File: config.mk
export PLATFORM = sky130hd
export DESIGN_NAME = wots_message_digit_encoder_flat
export DESIGN_NICKNAME = d
export VERILOG_FILES = /design/src/hdl/wmde_pkg.sv /design/src/hdl/wmde_ifs.sv /design/src/hdl/wmde_front.sv /design/src/hdl/wmde_queue.sv /design/src/hdl/wmde_back.sv /design/src/hdl/wots_message_digit_encoder.sv /design/src/flat_wrapper.sv
export SDC_FILE = /design/constraint.sdc
export NUM_CORES = 1
export LEC_CHECK = 0
export BUFFER_PORTS_ARGS = -buffer_cell sky130_fd_sc_hd__buf_2
export CAP_MARGIN = 40
export CELL_PAD_IN_SITES_DETAIL_PLACEMENT = 2
export CELL_PAD_IN_SITES_GLOBAL_PLACEMENT = 2
export CORE_ASPECT_RATIO = 0.6
export CORE_MARGIN = 1
export CORE_UTILIZATION = 40
export CTS_BUF_LIST = sky130_fd_sc_hd__clkbuf_4 sky130_fd_sc_hd__clkbuf_8
export CTS_CLUSTER_SIZE = 10
export DETAILED_ROUTE_END_ITERATION = 10
export HOLD_SLACK_MARGIN = 0.12
export MAX_ROUTING_LAYER = met4
export PLACE_DENSITY_LB_ADDON = 0.3
export RECOVER_POWER = 25
export SYNTH_ARGS = -nofsm -noshare
export SYNTH_HDL_FRONTEND = slang
export SYNTH_HIERARCHICAL = 1
export SYNTH_SLANG_ARGS = --single-unit
File: constraint.sdc
create_clock -name clk -period 4.6 [get_ports clk]
set_input_delay 0.69 -clock clk [delete_from_list [all_inputs] [get_ports clk]]
set_output_delay 0.69 -clock clk [all_outputs]
set_load 0.01 [all_outputs]
File: src/hdl/wmde_pkg.sv
// Shared types and constants for the WOTS+ message digit encoder.
package wmde_pkg;

	localparam int QUEUE_DEPTH = 2;
	localparam int QUEUE_AW    = (QUEUE_DEPTH > 1) ? $clog2(QUEUE_DEPTH) : 1;
	localparam int QUEUE_CW    = $clog2(QUEUE_DEPTH + 1);
	localparam int APB_AW      = 3;
	localparam int APB_DW      = 32;

	typedef enum logic [0:0] {
		REG_W_SELECT    = 1'b0,
		REG_DIGEST_SIZE = 1'b1
	} reg_idx_t;

	typedef struct packed {
		logic w16;
		logic dsz64;
	} wmde_cfg_t;

	typedef struct packed {
		logic [7:0] msg_byte;
		logic       w16;
		logic       last;
		logic [8:0] base_idx;
		logic [8:0] len1;
	} wmde_entry_t;

endpackage

File: src/hdl/wmde_ifs.sv
// Channel interfaces for digest bytes in and encoded digits out.
interface wmde_msg_if;
	logic       valid;
	logic       ready;
	logic [7:0] msg_byte;

	modport source (output valid, output msg_byte, input ready);
	modport sink (input valid, input msg_byte, output ready);
endinterface

interface wmde_dig_if;
	logic       valid;
	logic       ready;
	logic [3:0] digit;
	logic [3:0] remaining_steps;
	logic [8:0] chain_index;
	logic       is_checksum;
	logic       end_of_run;
	logic       end_of_message;

	modport source (output valid, output digit, output remaining_steps, output chain_index,
		output is_checksum, output end_of_run, output end_of_message, input ready);
	modport sink (input valid, input digit, input remaining_steps, input chain_index,
		input is_checksum, input end_of_run, input end_of_message, output ready);
endinterface

File: src/hdl/wmde_front.sv
// Front end: byte counter and per-byte classification into queue entries.
module wmde_front import wmde_pkg::*; (
	input  logic        clk,
	input  logic        arst_n,
	wmde_msg_if.sink    msg,
	input  wmde_cfg_t   cfg,
	output logic        push_valid,
	input  logic        push_ready,
	output wmde_entry_t push_entry
);

	logic [6:0] byte_count_q;
	logic       last_byte;
	logic       accept;

	assign msg.ready  = push_ready;
	assign push_valid = msg.valid;
	assign accept     = msg.valid && push_ready;

	always_comb begin
		last_byte = ({1'b0, byte_count_q} + 8'd1) >= (cfg.dsz64 ? 8'd64 : 8'd32);
		push_entry.msg_byte = msg.msg_byte;
		push_entry.w16      = cfg.w16;
		push_entry.last     = last_byte;
		push_entry.base_idx = cfg.w16 ? {1'b0, byte_count_q, 1'b0} : {byte_count_q, 2'b00};
		case ({cfg.dsz64, cfg.w16})
			2'b00:   push_entry.len1 = 9'd128;
			2'b01:   push_entry.len1 = 9'd64;
			2'b10:   push_entry.len1 = 9'd256;
			2'b11:   push_entry.len1 = 9'd128;
			default: push_entry.len1 = 9'd128;
		endcase
	end

	always_ff @(posedge clk or negedge arst_n) begin
		if (!arst_n) begin
			byte_count_q <= 7'd0;
		end else if (accept) begin
			byte_count_q <= last_byte ? 7'd0 : byte_count_q + 7'd1;
		end
	end

endmodule

File: src/hdl/wmde_queue.sv
// Short FIFO between front end and digit sequencer.
module wmde_queue import wmde_pkg::*; (
	input  logic        clk,
	input  logic        arst_n,
	input  logic        push_valid,
	output logic        push_ready,
	input  wmde_entry_t push_entry,
	output logic        pop_valid,
	input  logic        pop_ready,
	output wmde_entry_t pop_entry
);

	wmde_entry_t         mem_q [QUEUE_DEPTH];
	logic [QUEUE_AW-1:0] wr_ptr_q;
	logic [QUEUE_AW-1:0] rd_ptr_q;
	logic [QUEUE_CW-1:0] count_q;
	logic                do_push;
	logic                do_pop;

	assign push_ready = count_q != QUEUE_CW'(QUEUE_DEPTH);
	assign pop_valid  = count_q != '0;
	assign pop_entry  = mem_q[rd_ptr_q];
	assign do_push    = push_valid && push_ready;
	assign do_pop     = pop_valid && pop_ready;

	always_ff @(posedge clk) begin
		if (do_push) begin
			mem_q[wr_ptr_q] <= push_entry;
		end
	end

	always_ff @(posedge clk or negedge arst_n) begin
		if (!arst_n) begin
			wr_ptr_q <= '0;
			rd_ptr_q <= '0;
			count_q  <= '0;
		end else begin
			if (do_push) begin
				wr_ptr_q <= (wr_ptr_q == QUEUE_AW'(QUEUE_DEPTH - 1)) ? '0 : wr_ptr_q + 1'b1;
			end
			if (do_pop) begin
				rd_ptr_q <= (rd_ptr_q == QUEUE_AW'(QUEUE_DEPTH - 1)) ? '0 : rd_ptr_q + 1'b1;
			end
			if (do_push && !do_pop) begin
				count_q <= count_q + 1'b1;
			end else if (do_pop && !do_push) begin
				count_q <= count_q - 1'b1;
			end
		end
	end

endmodule

File: src/hdl/wmde_back.sv
// Back end: emits one digit per cycle while the output is not stalled, tracks checksum, appends checksum digits.
module wmde_back import wmde_pkg::*; (
	input  logic        clk,
	input  logic        arst_n,
	input  logic        pop_valid,
	output logic        pop_ready,
	input  wmde_entry_t pop_entry,
	wmde_dig_if.source  dig
);

	wmde_entry_t cur_q;
	logic        busy_q;
	logic [3:0]  step_q;
	logic [10:0] csum_q;

	logic        ovalid_q;
	logic [3:0]  digit_q;
	logic [3:0]  rem_q;
	logic [8:0]  idx_q;
	logic        is_cs_q;
	logic        eor_q;
	logic        eom_q;

	logic        advance;
	logic [3:0]  n_msg;
	logic [3:0]  n_tot;
	logic        is_cs;
	logic        final_step;
	logic [3:0]  j;
	logic [7:0]  sh_byte;
	logic [11:0] cs16;
	logic [9:0]  cs4;
	logic [3:0]  wm1;
	logic [3:0]  digit_n;
	logic [3:0]  rem_n;
	logic [8:0]  idx_n;

	always_comb begin
		advance    = busy_q && (!ovalid_q || dig.ready);
		n_msg      = cur_q.w16 ? 4'd2 : 4'd4;
		n_tot      = n_msg + (cur_q.last ? (cur_q.w16 ? 4'd3 : 4'd5) : 4'd0);
		is_cs      = step_q >= n_msg;
		final_step = step_q == (n_tot - 4'd1);
		j          = step_q - n_msg;
		sh_byte    = 8'(cur_q.msg_byte << (cur_q.w16 ? {step_q[1:0], 2'b00}
			: {1'b0, step_q[1:0], 1'b0}));
		cs16       = 12'({1'b0, csum_q} << {j[1:0], 2'b00});
		cs4        = 10'(csum_q[9:0] << {j[2:0], 1'b0});
		wm1        = cur_q.w16 ? 4'd15 : 4'd3;
		if (is_cs) begin
			digit_n = cur_q.w16 ? cs16[11:8] : {2'b00, cs4[9:8]};
			idx_n   = cur_q.len1 + {5'd0, j};
		end else begin
			digit_n = cur_q.w16 ? sh_byte[7:4] : {2'b00, sh_byte[7:6]};
			idx_n   = cur_q.base_idx + {5'd0, step_q};
		end
		rem_n     = wm1 - digit_n;
		pop_ready = !busy_q || (advance && final_step);
	end

	always_ff @(posedge clk) begin
		if (pop_valid && pop_ready) begin
			cur_q <= pop_entry;
		end
		if (advance) begin
			digit_q <= digit_n;
			rem_q   <= rem_n;
			idx_q   <= idx_n;
			is_cs_q <= is_cs;
			eor_q   <= final_step;
			eom_q   <= final_step && cur_q.last;
		end
	end

	always_ff @(posedge clk or negedge arst_n) begin
		if (!arst_n) begin
			busy_q   <= 1'b0;
			step_q   <= 4'd0;
			csum_q   <= 11'd0;
			ovalid_q <= 1'b0;
		end else begin
			if (pop_valid && pop_ready) begin
				busy_q <= 1'b1;
				step_q <= 4'd0;
			end else if (advance && final_step) begin
				busy_q <= 1'b0;
			end else if (advance) begin
				step_q <= step_q + 4'd1;
			end
			if (advance && !is_cs) begin
				csum_q <= csum_q + {7'd0, rem_n};
			end else if (advance && final_step && cur_q.last) begin
				csum_q <= 11'd0;
			end
			if (advance) begin
				ovalid_q <= 1'b1;
			end else if (dig.ready) begin
				ovalid_q <= 1'b0;
			end
		end
	end

	assign dig.valid           = ovalid_q;
	assign dig.digit           = digit_q;
	assign dig.remaining_steps = rem_q;
	assign dig.chain_index     = idx_q;
	assign dig.is_checksum     = is_cs_q;
	assign dig.end_of_run      = eor_q;
	assign dig.end_of_message  = eom_q;

	a_eom_ends_run: assert property (@(posedge clk) disable iff (!arst_n)
		ovalid_q && eom_q |-> eor_q && is_cs_q)
		else $error("end of message without end of run on checksum digit");

	a_step_bound: assert property (@(posedge clk) disable iff (!arst_n)
		busy_q |-> step_q < 4'd9)
		else $error("digit step out of range");

	a_csum_cleared: assert property (@(posedge clk) disable iff (!arst_n)
		advance && final_step && cur_q.last |=> csum_q == 11'd0)
		else $error("checksum not cleared after message");

endmodule

File: src/hdl/wots_message_digit_encoder.sv
// Top level: WOTS+ base-w message digit encoder with checksum and APB config.
// Path: an accepted byte passes the queue into the sequencer's entry register; its digits leave registered.
// Throughput: one digit per cycle from the sequencer while the output is not stalled, with 2 digits per byte
// at w=16 and 4 at w=4; the last byte of a message adds 3 (w=16) or 5 (w=4) checksum digits.
// A 2-entry queue lets bytes be taken while the sequencer and output register are busy.
// Reset: arst_n clears byte count, checksum, queue and output valid; w_select=1, size=32.
module wots_message_digit_encoder import wmde_pkg::*; (
	input  logic              clk,
	input  logic              arst_n,
	wmde_msg_if.sink          msg,
	wmde_dig_if.source        dig,
	input  logic              psel,
	input  logic              penable,
	input  logic              pwrite,
	input  logic [APB_AW-1:0] paddr,
	input  logic [APB_DW-1:0] pwdata,
	output logic [APB_DW-1:0] prdata,
	output logic              pready
);

	wmde_cfg_t   cfg_q;
	reg_idx_t    reg_idx;
	logic        push_valid;
	logic        push_ready;
	wmde_entry_t push_entry;
	logic        pop_valid;
	logic        pop_ready;
	wmde_entry_t pop_entry;

	assign pready  = 1'b1;
	assign reg_idx = reg_idx_t'(paddr[2]);

	always_ff @(posedge clk or negedge arst_n) begin
		if (!arst_n) begin
			cfg_q.w16   <= 1'b1;
			cfg_q.dsz64 <= 1'b0;
		end else if (psel && penable && pwrite && pready) begin
			case (reg_idx)
				REG_W_SELECT:    cfg_q.w16   <= pwdata[0];
				REG_DIGEST_SIZE: cfg_q.dsz64 <= pwdata[0];
				default:         cfg_q       <= cfg_q;
			endcase
		end
	end

	always_comb begin
		case (reg_idx)
			REG_W_SELECT:    prdata = {{(APB_DW - 1){1'b0}}, cfg_q.w16};
			REG_DIGEST_SIZE: prdata = {{(APB_DW - 1){1'b0}}, cfg_q.dsz64};
			default:         prdata = '0;
		endcase
	end

	wmde_front u_front (
		.clk        (clk),
		.arst_n     (arst_n),
		.msg        (msg),
		.cfg        (cfg_q),
		.push_valid (push_valid),
		.push_ready (push_ready),
		.push_entry (push_entry)
	);

	wmde_queue u_queue (
		.clk        (clk),
		.arst_n     (arst_n),
		.push_valid (push_valid),
		.push_ready (push_ready),
		.push_entry (push_entry),
		.pop_valid  (pop_valid),
		.pop_ready  (pop_ready),
		.pop_entry  (pop_entry)
	);

	wmde_back u_back (
		.clk       (clk),
		.arst_n    (arst_n),
		.pop_valid (pop_valid),
		.pop_ready (pop_ready),
		.pop_entry (pop_entry),
		.dig       (dig)
	);

endmodule

File: src/flat_wrapper.sv
// flat-port wrapper written by rule: the top's interface ports become plain ports
module wots_message_digit_encoder_flat import wmde_pkg::*;
  (clk, arst_n, psel, penable, pwrite, paddr, pwdata, prdata, pready, msg_valid, msg_msg_byte, msg_ready, dig_valid, dig_digit, dig_remaining_steps, dig_chain_index, dig_is_checksum, dig_end_of_run, dig_end_of_message, dig_ready);
  wmde_msg_if msg_i ();
  wmde_dig_if dig_i ();
  input  logic clk;
  input  logic arst_n;
  input  logic psel;
  input  logic penable;
  input  logic pwrite;
  input  logic [APB_AW-1:0] paddr;
  input  logic [APB_DW-1:0] pwdata;
  output logic [APB_DW-1:0] prdata;
  output logic pready;
  input wire logic [$bits(msg_i.valid)-1:0] msg_valid;
  input wire logic [$bits(msg_i.msg_byte)-1:0] msg_msg_byte;
  output wire logic [$bits(msg_i.ready)-1:0] msg_ready;
  output wire logic [$bits(dig_i.valid)-1:0] dig_valid;
  output wire logic [$bits(dig_i.digit)-1:0] dig_digit;
  output wire logic [$bits(dig_i.remaining_steps)-1:0] dig_remaining_steps;
  output wire logic [$bits(dig_i.chain_index)-1:0] dig_chain_index;
  output wire logic [$bits(dig_i.is_checksum)-1:0] dig_is_checksum;
  output wire logic [$bits(dig_i.end_of_run)-1:0] dig_end_of_run;
  output wire logic [$bits(dig_i.end_of_message)-1:0] dig_end_of_message;
  input wire logic [$bits(dig_i.ready)-1:0] dig_ready;
  assign msg_i.valid = msg_valid;
  assign msg_i.msg_byte = msg_msg_byte;
  assign msg_ready = msg_i.ready;
  assign dig_valid = dig_i.valid;
  assign dig_digit = dig_i.digit;
  assign dig_remaining_steps = dig_i.remaining_steps;
  assign dig_chain_index = dig_i.chain_index;
  assign dig_is_checksum = dig_i.is_checksum;
  assign dig_end_of_run = dig_i.end_of_run;
  assign dig_end_of_message = dig_i.end_of_message;
  assign dig_i.ready = dig_ready;
  wots_message_digit_encoder u_core (.clk(clk), .arst_n(arst_n), .msg(msg_i), .dig(dig_i), .psel(psel), .penable(penable), .pwrite(pwrite), .paddr(paddr), .pwdata(pwdata), .prdata(prdata), .pready(pready));
endmodule
### After elaboration in Yosys (flattened, before gate mapping)

Memories as Yosys holds them, arrays and structs flattened. A register that Yosys moved wholly into a read port is not among the register bits.
Cells that the tools add are included.

| storage, ports and cells | value |
|---|---|
| register bits | 50 |
| bits in writable memories | 56 |
| output and inout port bits | 55 |
| memories kept | 1 |

Memory list:

| name | depth | bits a word | rd ports | clocked after Yosys merged registers in | wr ports | RTL line | source |
|---|---|---|---|---|---|---|---|
| u_core.u_queue.mem_q | 2 | 28 | 1 | 1 | 1 | wmde_queue.sv:13 | `wmde_entry_t mem_q [QUEUE_DEPTH];` |

| cells by class | value |
|---|---|
| add/sub/neg operators | 14 |
| $lt $le $gt $ge | 2 |
| equality and inequality tests | 6 |
| shift-type cells | 3 |
| muxes and demuxes | 29 |
| bitwise gates (word level) | 1 |
| reduce and logical (&&, ||, !) cells | 29 |

Operators with widths:

| cell | number |
|---|---|
| 32-bit one-hot mux with 2 select lines | 1 |
| 4-bit two-way mux | 8 |
| 9-bit one-hot mux with 3 select lines | 1 |
| 11-bit two-way mux | 2 |
| 9-bit by 4-bit adder with 9-bit output | 2 |
| 9-bit two-way mux | 2 |
| 7-bit two-way mux | 2 |
| 2-bit nonzero test | 6 |
| 11-bit by 4-bit left shift with 12-bit output | 1 |
| 11-bit by 4-bit adder with 11-bit output | 1 |
| 1-bit logical AND | 11 |
| 10-bit by 4-bit left shift with 10-bit output | 1 |
| 3-bit two-way mux | 3 |
| 7-bit by 1-bit adder with 8-bit output (second input constant) | 1 |
| 8-bit by 7-bit greater-or-equal comparator with 1-bit output | 1 |
| 1-bit two-way mux | 8 |
| 8-bit by 4-bit left shift with 8-bit output | 1 |
| 7-bit by 1-bit adder with 7-bit output (second input constant) | 1 |
| 2-bit AND reduction | 3 |
| 1-bit zero test | 5 |
| 3-bit by 3-bit adder with 4-bit output | 1 |
| 4-bit by 1-bit adder with 4-bit output (second input constant) | 1 |
| 2-bit == test (second input constant) | 2 |
| 4-bit == test | 1 |
| 15 further kinds | 18 |

### Logic depth before layout (Yosys ltp)

| logic depth | value |
|---|---|
| word-level depth | 11 |
| depth in mapped cells | 21 |
| mapped depth without buffers | 19 |

### Cells and area by module

The synthesis kept the hierarchy.

By module, submodules not included:

| module | times used | cells an instance | area an instance (sq um) | seq. area each (sq um) |
|---|---|---|---|---|
| wmde_back | 1 | 310 | 3,597.2 | 1,866.8 |
| wmde_queue | 1 | 105 | 2,262.2 | 1,781.7 |
| wmde_front | 1 | 93 | 734.5 | 175.2 |
| wots_message_digit_encoder | 1 | 41 | 347.8 | 51.3 |

### Worst setup path before layout

Ideal clock, no wire load.

| path | value |
|---|---|
| kind | register to register |
| start | reg u_core.u_back.step_q[1] |
| end | reg u_core.u_back.csum_q[7] |
| arrival time | 3,639 ps |
| slack | 884 ps |
| cell stages (with the launch flop) | 20 |
| path buffers | 2 |
| path through | dfrtp_1 buf_2 inv_1 ha_1 buf_1 mux2i_1 o21ai_0 a21oi_1 nor2_1 ha_1 inv_1 nor3_1 a211oi_1 o211ai_1 ha_1 o21ai_0 o21bai_1 nand4_1 or3_1 o21ai_1 |

| on the way | value |
|---|---|
| cells in the longest elaborated chain, start to end | 7 |
| elaborated cells on any way between the ends | 18 |
| classes of those cells | add/sub: 3; order compare: 1; eq/ne: 1; shift: 3; mux: 5; reduce/logical: 5 |

Ends and longest elaborated chain:

| what | RTL line | source |
|---|---|---|
| start, declared | wmde_back.sv:13 | `logic [3:0] step_q;` |
| start signal, assigned | wmde_back.sv:88 | `step_q <= step_q + 4'd1;` |
| 4-bit by 3-bit subtractor with 4-bit output or 4-bit two-way mux (tied branches) | wmde_back.sv:44, wmde_back.sv:45 |  |
| 11-bit by 4-bit left shift with 12-bit output or 8-bit by 4-bit left shift with 8-bit output (tied branches) | wmde_back.sv:47, wmde_back.sv:45 |  |
| 4-bit two-way mux (on tied branches) | wmde_back.sv:51, wmde_back.sv:54 |  |
| 4-bit two-way mux (*) | wmde_back.sv:50 | `if (is_cs) begin` |
| via u_core.u_back.digit_n[2] | wmde_back.sv:34 | `logic [3:0] digit_n;` |
| 4-bit subtractor (*) | wmde_back.sv:57 | `rem_n = wm1 - digit_n;` |
| via u_core.u_back.rem_n[3] | wmde_back.sv:35 | `logic [3:0] rem_n;` |
| 11-bit by 4-bit adder with 11-bit output (*) | wmde_back.sv:91 | `csum_q <= csum_q + {7'd0, rem_n};` |
| 11-bit two-way mux (*) | wmde_back.sv:90 | `if (advance && !is_cs) begin` |
| end signal, assigned | wmde_back.sv:91 |  |
| end, declared | wmde_back.sv:14 | `logic [10:0] csum_q;` |

Mark *: on every way through the listed nets, which the timed path passes. The rest lies on a longest branch.
A chain may end at the register's enable or synchronous reset.

### Worst setup path after layout

| path | value |
|---|---|
| start | reg u_core/u_back/cur_q[19] (netlist name) |
| end | reg u_core.u_back.csum_q[7] |

| on the way | value |
|---|---|
| cells in the longest elaborated chain, start to end | 8 |
| elaborated cells on any way between the ends | 24 |
| classes of those cells | add/sub: 5; order compare: 1; eq/ne: 1; shift: 3; mux: 9; reduce/logical: 5 |

Ends and longest elaborated chain:

| what | RTL line | source |
|---|---|---|
| 3-bit two-way mux | wmde_back.sv:40 | `n_msg = cur_q.w16 ? 4'd2 : 4'd4;` |
| 4-bit by 3-bit subtractor with 4-bit output | wmde_back.sv:44 | `j = step_q - n_msg;` |
| 11-bit by 4-bit left shift with 12-bit output | wmde_back.sv:47 | `cs16 = 12'({1'b0, csum_q} << {j[1:0], 2'b00});` |
| 4-bit two-way mux | wmde_back.sv:51 | `digit_n = cur_q.w16 ? cs16[11:8] : {2'b00, cs4[9:8]};` |
| 4-bit two-way mux (*) | wmde_back.sv:50 |  |
| via u_core.u_back.digit_n[2] | wmde_back.sv:34 |  |
| 4-bit subtractor (*) | wmde_back.sv:57 |  |
| via u_core.u_back.rem_n[3] | wmde_back.sv:35 |  |
| 11-bit by 4-bit adder with 11-bit output (*) | wmde_back.sv:91 |  |
| 11-bit two-way mux (*) | wmde_back.sv:90 |  |

Marks and branches as above.

==> results.tsv <==
metric	value	unit
synth_cell_type_count	72	
num_io_pins	105	
synth_seq_cells	134	
synth_area_leader_cell	edfxtp_1	
r2r_slack	0.47	ns
rr_startpoint	u_core/u_back/cur_q[19]	
dr.pass1.iters	4	
clk_latency	0.45	ns
fmax	242.1	MHz
dp_cells	792	
hold_path.class	input pin to register	
routed-via-count	4312	
cp.required	4.98	ns
leakagePower	2.911	nW
routed_wl	16.65	mm
ys_top_cells_by_area	edfxtp_1, dfrtp_1, buf_4, ha_1, mux2_2	
ir_drop	301.3	uV
worst-setup-path-type	register to register	
antenna_left	0	
wl_per_cell	20.15	um
period_share	89.79	%
slowest_delay	0.59	ns
cp_common_cell	ha_1	
cts_buffer_depth	2	
crit_arrival	4.51	ns
cts_sinks	134	
grt_pass1_vias	4769	
status	finished with violations	
synthFlopType	edfxtp_1	
cp-start-kind	register	
final-hold-violation-count	0	
antenna_cells	0	
clk_pin_slew_worst_paths	0.08	ns
synth_edf_count	104	
fp.coreArea	16580	um2
cts_root_buffer	clkbuf_8	
cp_slowest_cell	edfxtp_1	
die_width	172.1	um
antenna_found_initial	0	
path_max_fanout	12	
synth-async-reset-ratio	22.39	%
rsz0062_at_grt	no	
grt_pass1_wl	26.77	mm
initial_core_util	41.88	%
cp-endpoint	u_core/u_back/csum_q[7]	
die_y	104.0	um
cts-buffers-inserted	17	
cpLargestDelayFamily	compound AO/OA/AOI/OAI gates	
grt_start_max_net_pins	31	
gp_congestion	0.7937	
maxSlewHeadroom	-24.25	%
reg2reg_depth	17	
cts_tree	built	
fin_cells	826	
yosysTopAreaCellShare	44.99	%
ys_seq_area_share	55.82	%
drtIter0Drc	220	
cp_num_buf_inv	2	
crit_chain	ha_1 -> buf_4 -> mux2i_1 -> o21ai_0 -> a21oi_1 -> nor2_1 -> ha_1 -> inv_1 -> nor3_1 -> a211oi_1 -> o211ai_1 -> ha_1 -> o21ai_0 -> o21bai_2 -> nand4_1 -> or3_1 -> o21ai_1	
dpl.hpwl	11.86	mm
row_count	36	
track_usage	20.78	%
drv_slew	61	
fin_nets	662	
drive_gt1_share	21.24	%
end_kind	register	
violations	capacitance limit, slew limit	
syn_inst	549	
drc	0	
cp_num_cells	17	
max_slew.worst_pin.slew	1.864	ns
rr_endpoint	u_core/u_back/csum_q[7]	
dieArea	17900	um2
fill_cells	1738	
synthMostInstantiatedCell	edfxtp_1	
powerDensity	627.8	nW/um2
fin_crit	4.130	ns
fin_skew	0.01086	ns
max_cap_viol_count	2	
grt_remaining_overflow	0	
htreeDepth	4	
avgSynthCellArea	12.64	um2
synth_area	6942	um2
yosysWarnings	6	
vias_per_cell	5.220	
setup_viol	0	
syn_to_final_growth	8.471	%
startpoint	u_core/u_back/cur_q[19]	
cts_setup_buffers	0	
tns	0	ns
hold_buffers	0	
synth_common_cells	edfxtp_1, buf_4, nand2_1	
hold_slack	0.4269	ns
numPortBuffers	39	
==> report_power, final <==
| part | internal [mW] | switching (mW) | total, mW | leakage (nW) |
|---|---|---|---|---|
| clock network | 0.436 | 0.504 | 0.940 | 0.175 |
| logic | 0.756 | 1.09 | 1.84 | 1.40 |
| registers | 1.72 | 0.223 | 1.94 | 1.34 |
| total | 2.91 | 1.82 | 4.73 | 2.91 |
==> timing repair <==
item,CTS,global route
setup endpoints to repair,0,1
resized for setup,0,1
endpoints found under the hold margin,0,0
==> cell type report <==
class,instances,area (um2),share of cell area (%)
Clock buffer,18,241.5,3.207
Inverter,26,97.59,1.296
Tap cell,228,285.3,3.789
Sequential cell,134,3875,51.46
Clock inverter,14,130.1,1.728
Multi-Input combinational cell,355,2605,34.60
Timing Repair Buffer,51,295.3,3.922
==> worst min path at each step <==
| stage | start | endpoint | slack [ns] | cells after the start |
|---|---|---|---|---|
| final | msg_msg_byte[0] | u_core/u_queue/mem_q[0][20] | 0.43 | 1 |
| after global routing | msg_msg_byte[2] | u_core/u_queue/mem_q[0][22] | 0.39 | 1 |
| after CTS | arst_n | u_core/u_front/byte_count_q[0] | 0.31 | 1 |
| after detailed placement | u_core/u_queue/count_q[1] | u_core/u_queue/count_q[1] | 0.51 | 1 |
| after global placement | u_core/u_queue/count_q[1] | u_core/u_queue/count_q[1] | 0.48 | 1 |
| after floorplan | arst_n | u_core/cfg_q[0] | 0.39 | 0 |
==> stage by stage <==
step	cell area, um2	worst slack [ns]	total power [mW]	util (%)
after floorplan	7077	0.8843	3.227	-
after global placement	7144	0.6528	3.593	43.10
after detailed placement	7144	0.3503	3.767	43.10
after CTS	7516	0.3288	4.754	45.34
after global routing	7530	0.1483	5.015	45.43
final	7530	0.4697	4.727	45.43
==> logic make-up (layout without fill, tap and decap cells) <==
family | count (synthesis) | in the layout | synth area share [%]
mux | 51 | 51 | 8.886
compound gates | 99 | 99 | 9.481
xor+xnor | 23 | 23 | 2.902
buf+inv | 96 | 109 | 8.543
other cells | 3 | 39 | 0.1622
flops | 134 | 134 | 55.82
simple gates | 116 | 116 | 8.904
fa+ha+maj | 27 | 27 | 5.299
==> flip-flops by register name, summed over array words and instances, names as in the netlist, 2 cells and up <==
register,cells
u_core/u_queue/mem_q,56
u_core/u_back/dig.chain_index,9
u_core/u_queue/count_q,2
u_core/u_back/cur_q,28
u_core/u_front/byte_count_q,7
u_core/u_back/dig.digit,4
u_core/u_back/dig.remaining_steps,4
u_core/u_back/csum_q,11
u_core/u_back/step_q,4
u_core/cfg_q,2
==> layer usage <==
layer | GRT usage, % | wire length [um] | up-vias
met1 | 27.13 | 7739 | 2200
met3 | 4.376 | 767 | 9
met2 | 32.57 | 8012 | 109
met4 | 5.942 | 129 | 0
li1 | - | - | 1994
met5 | - | 0 | -
==> cells in the final DEF (no fill, tap or decap), types with 10 or more instances in the layout <==
master and n:
edfxtp_1 104, conb_1 39, buf_2 37, nand2_1 35
dfrtp_1 29, mux2_2 24, inv_1 23, ha_1 23
nor2_1 18, clkbuf_8 17, a21oi_1 16, o21ai_1 15
o21ai_0 15, mux2i_1 14, xnor2_1 14, a211oi_1 12
nand3_1 10
No activity file was read; power rests on OpenSTA's default activity.
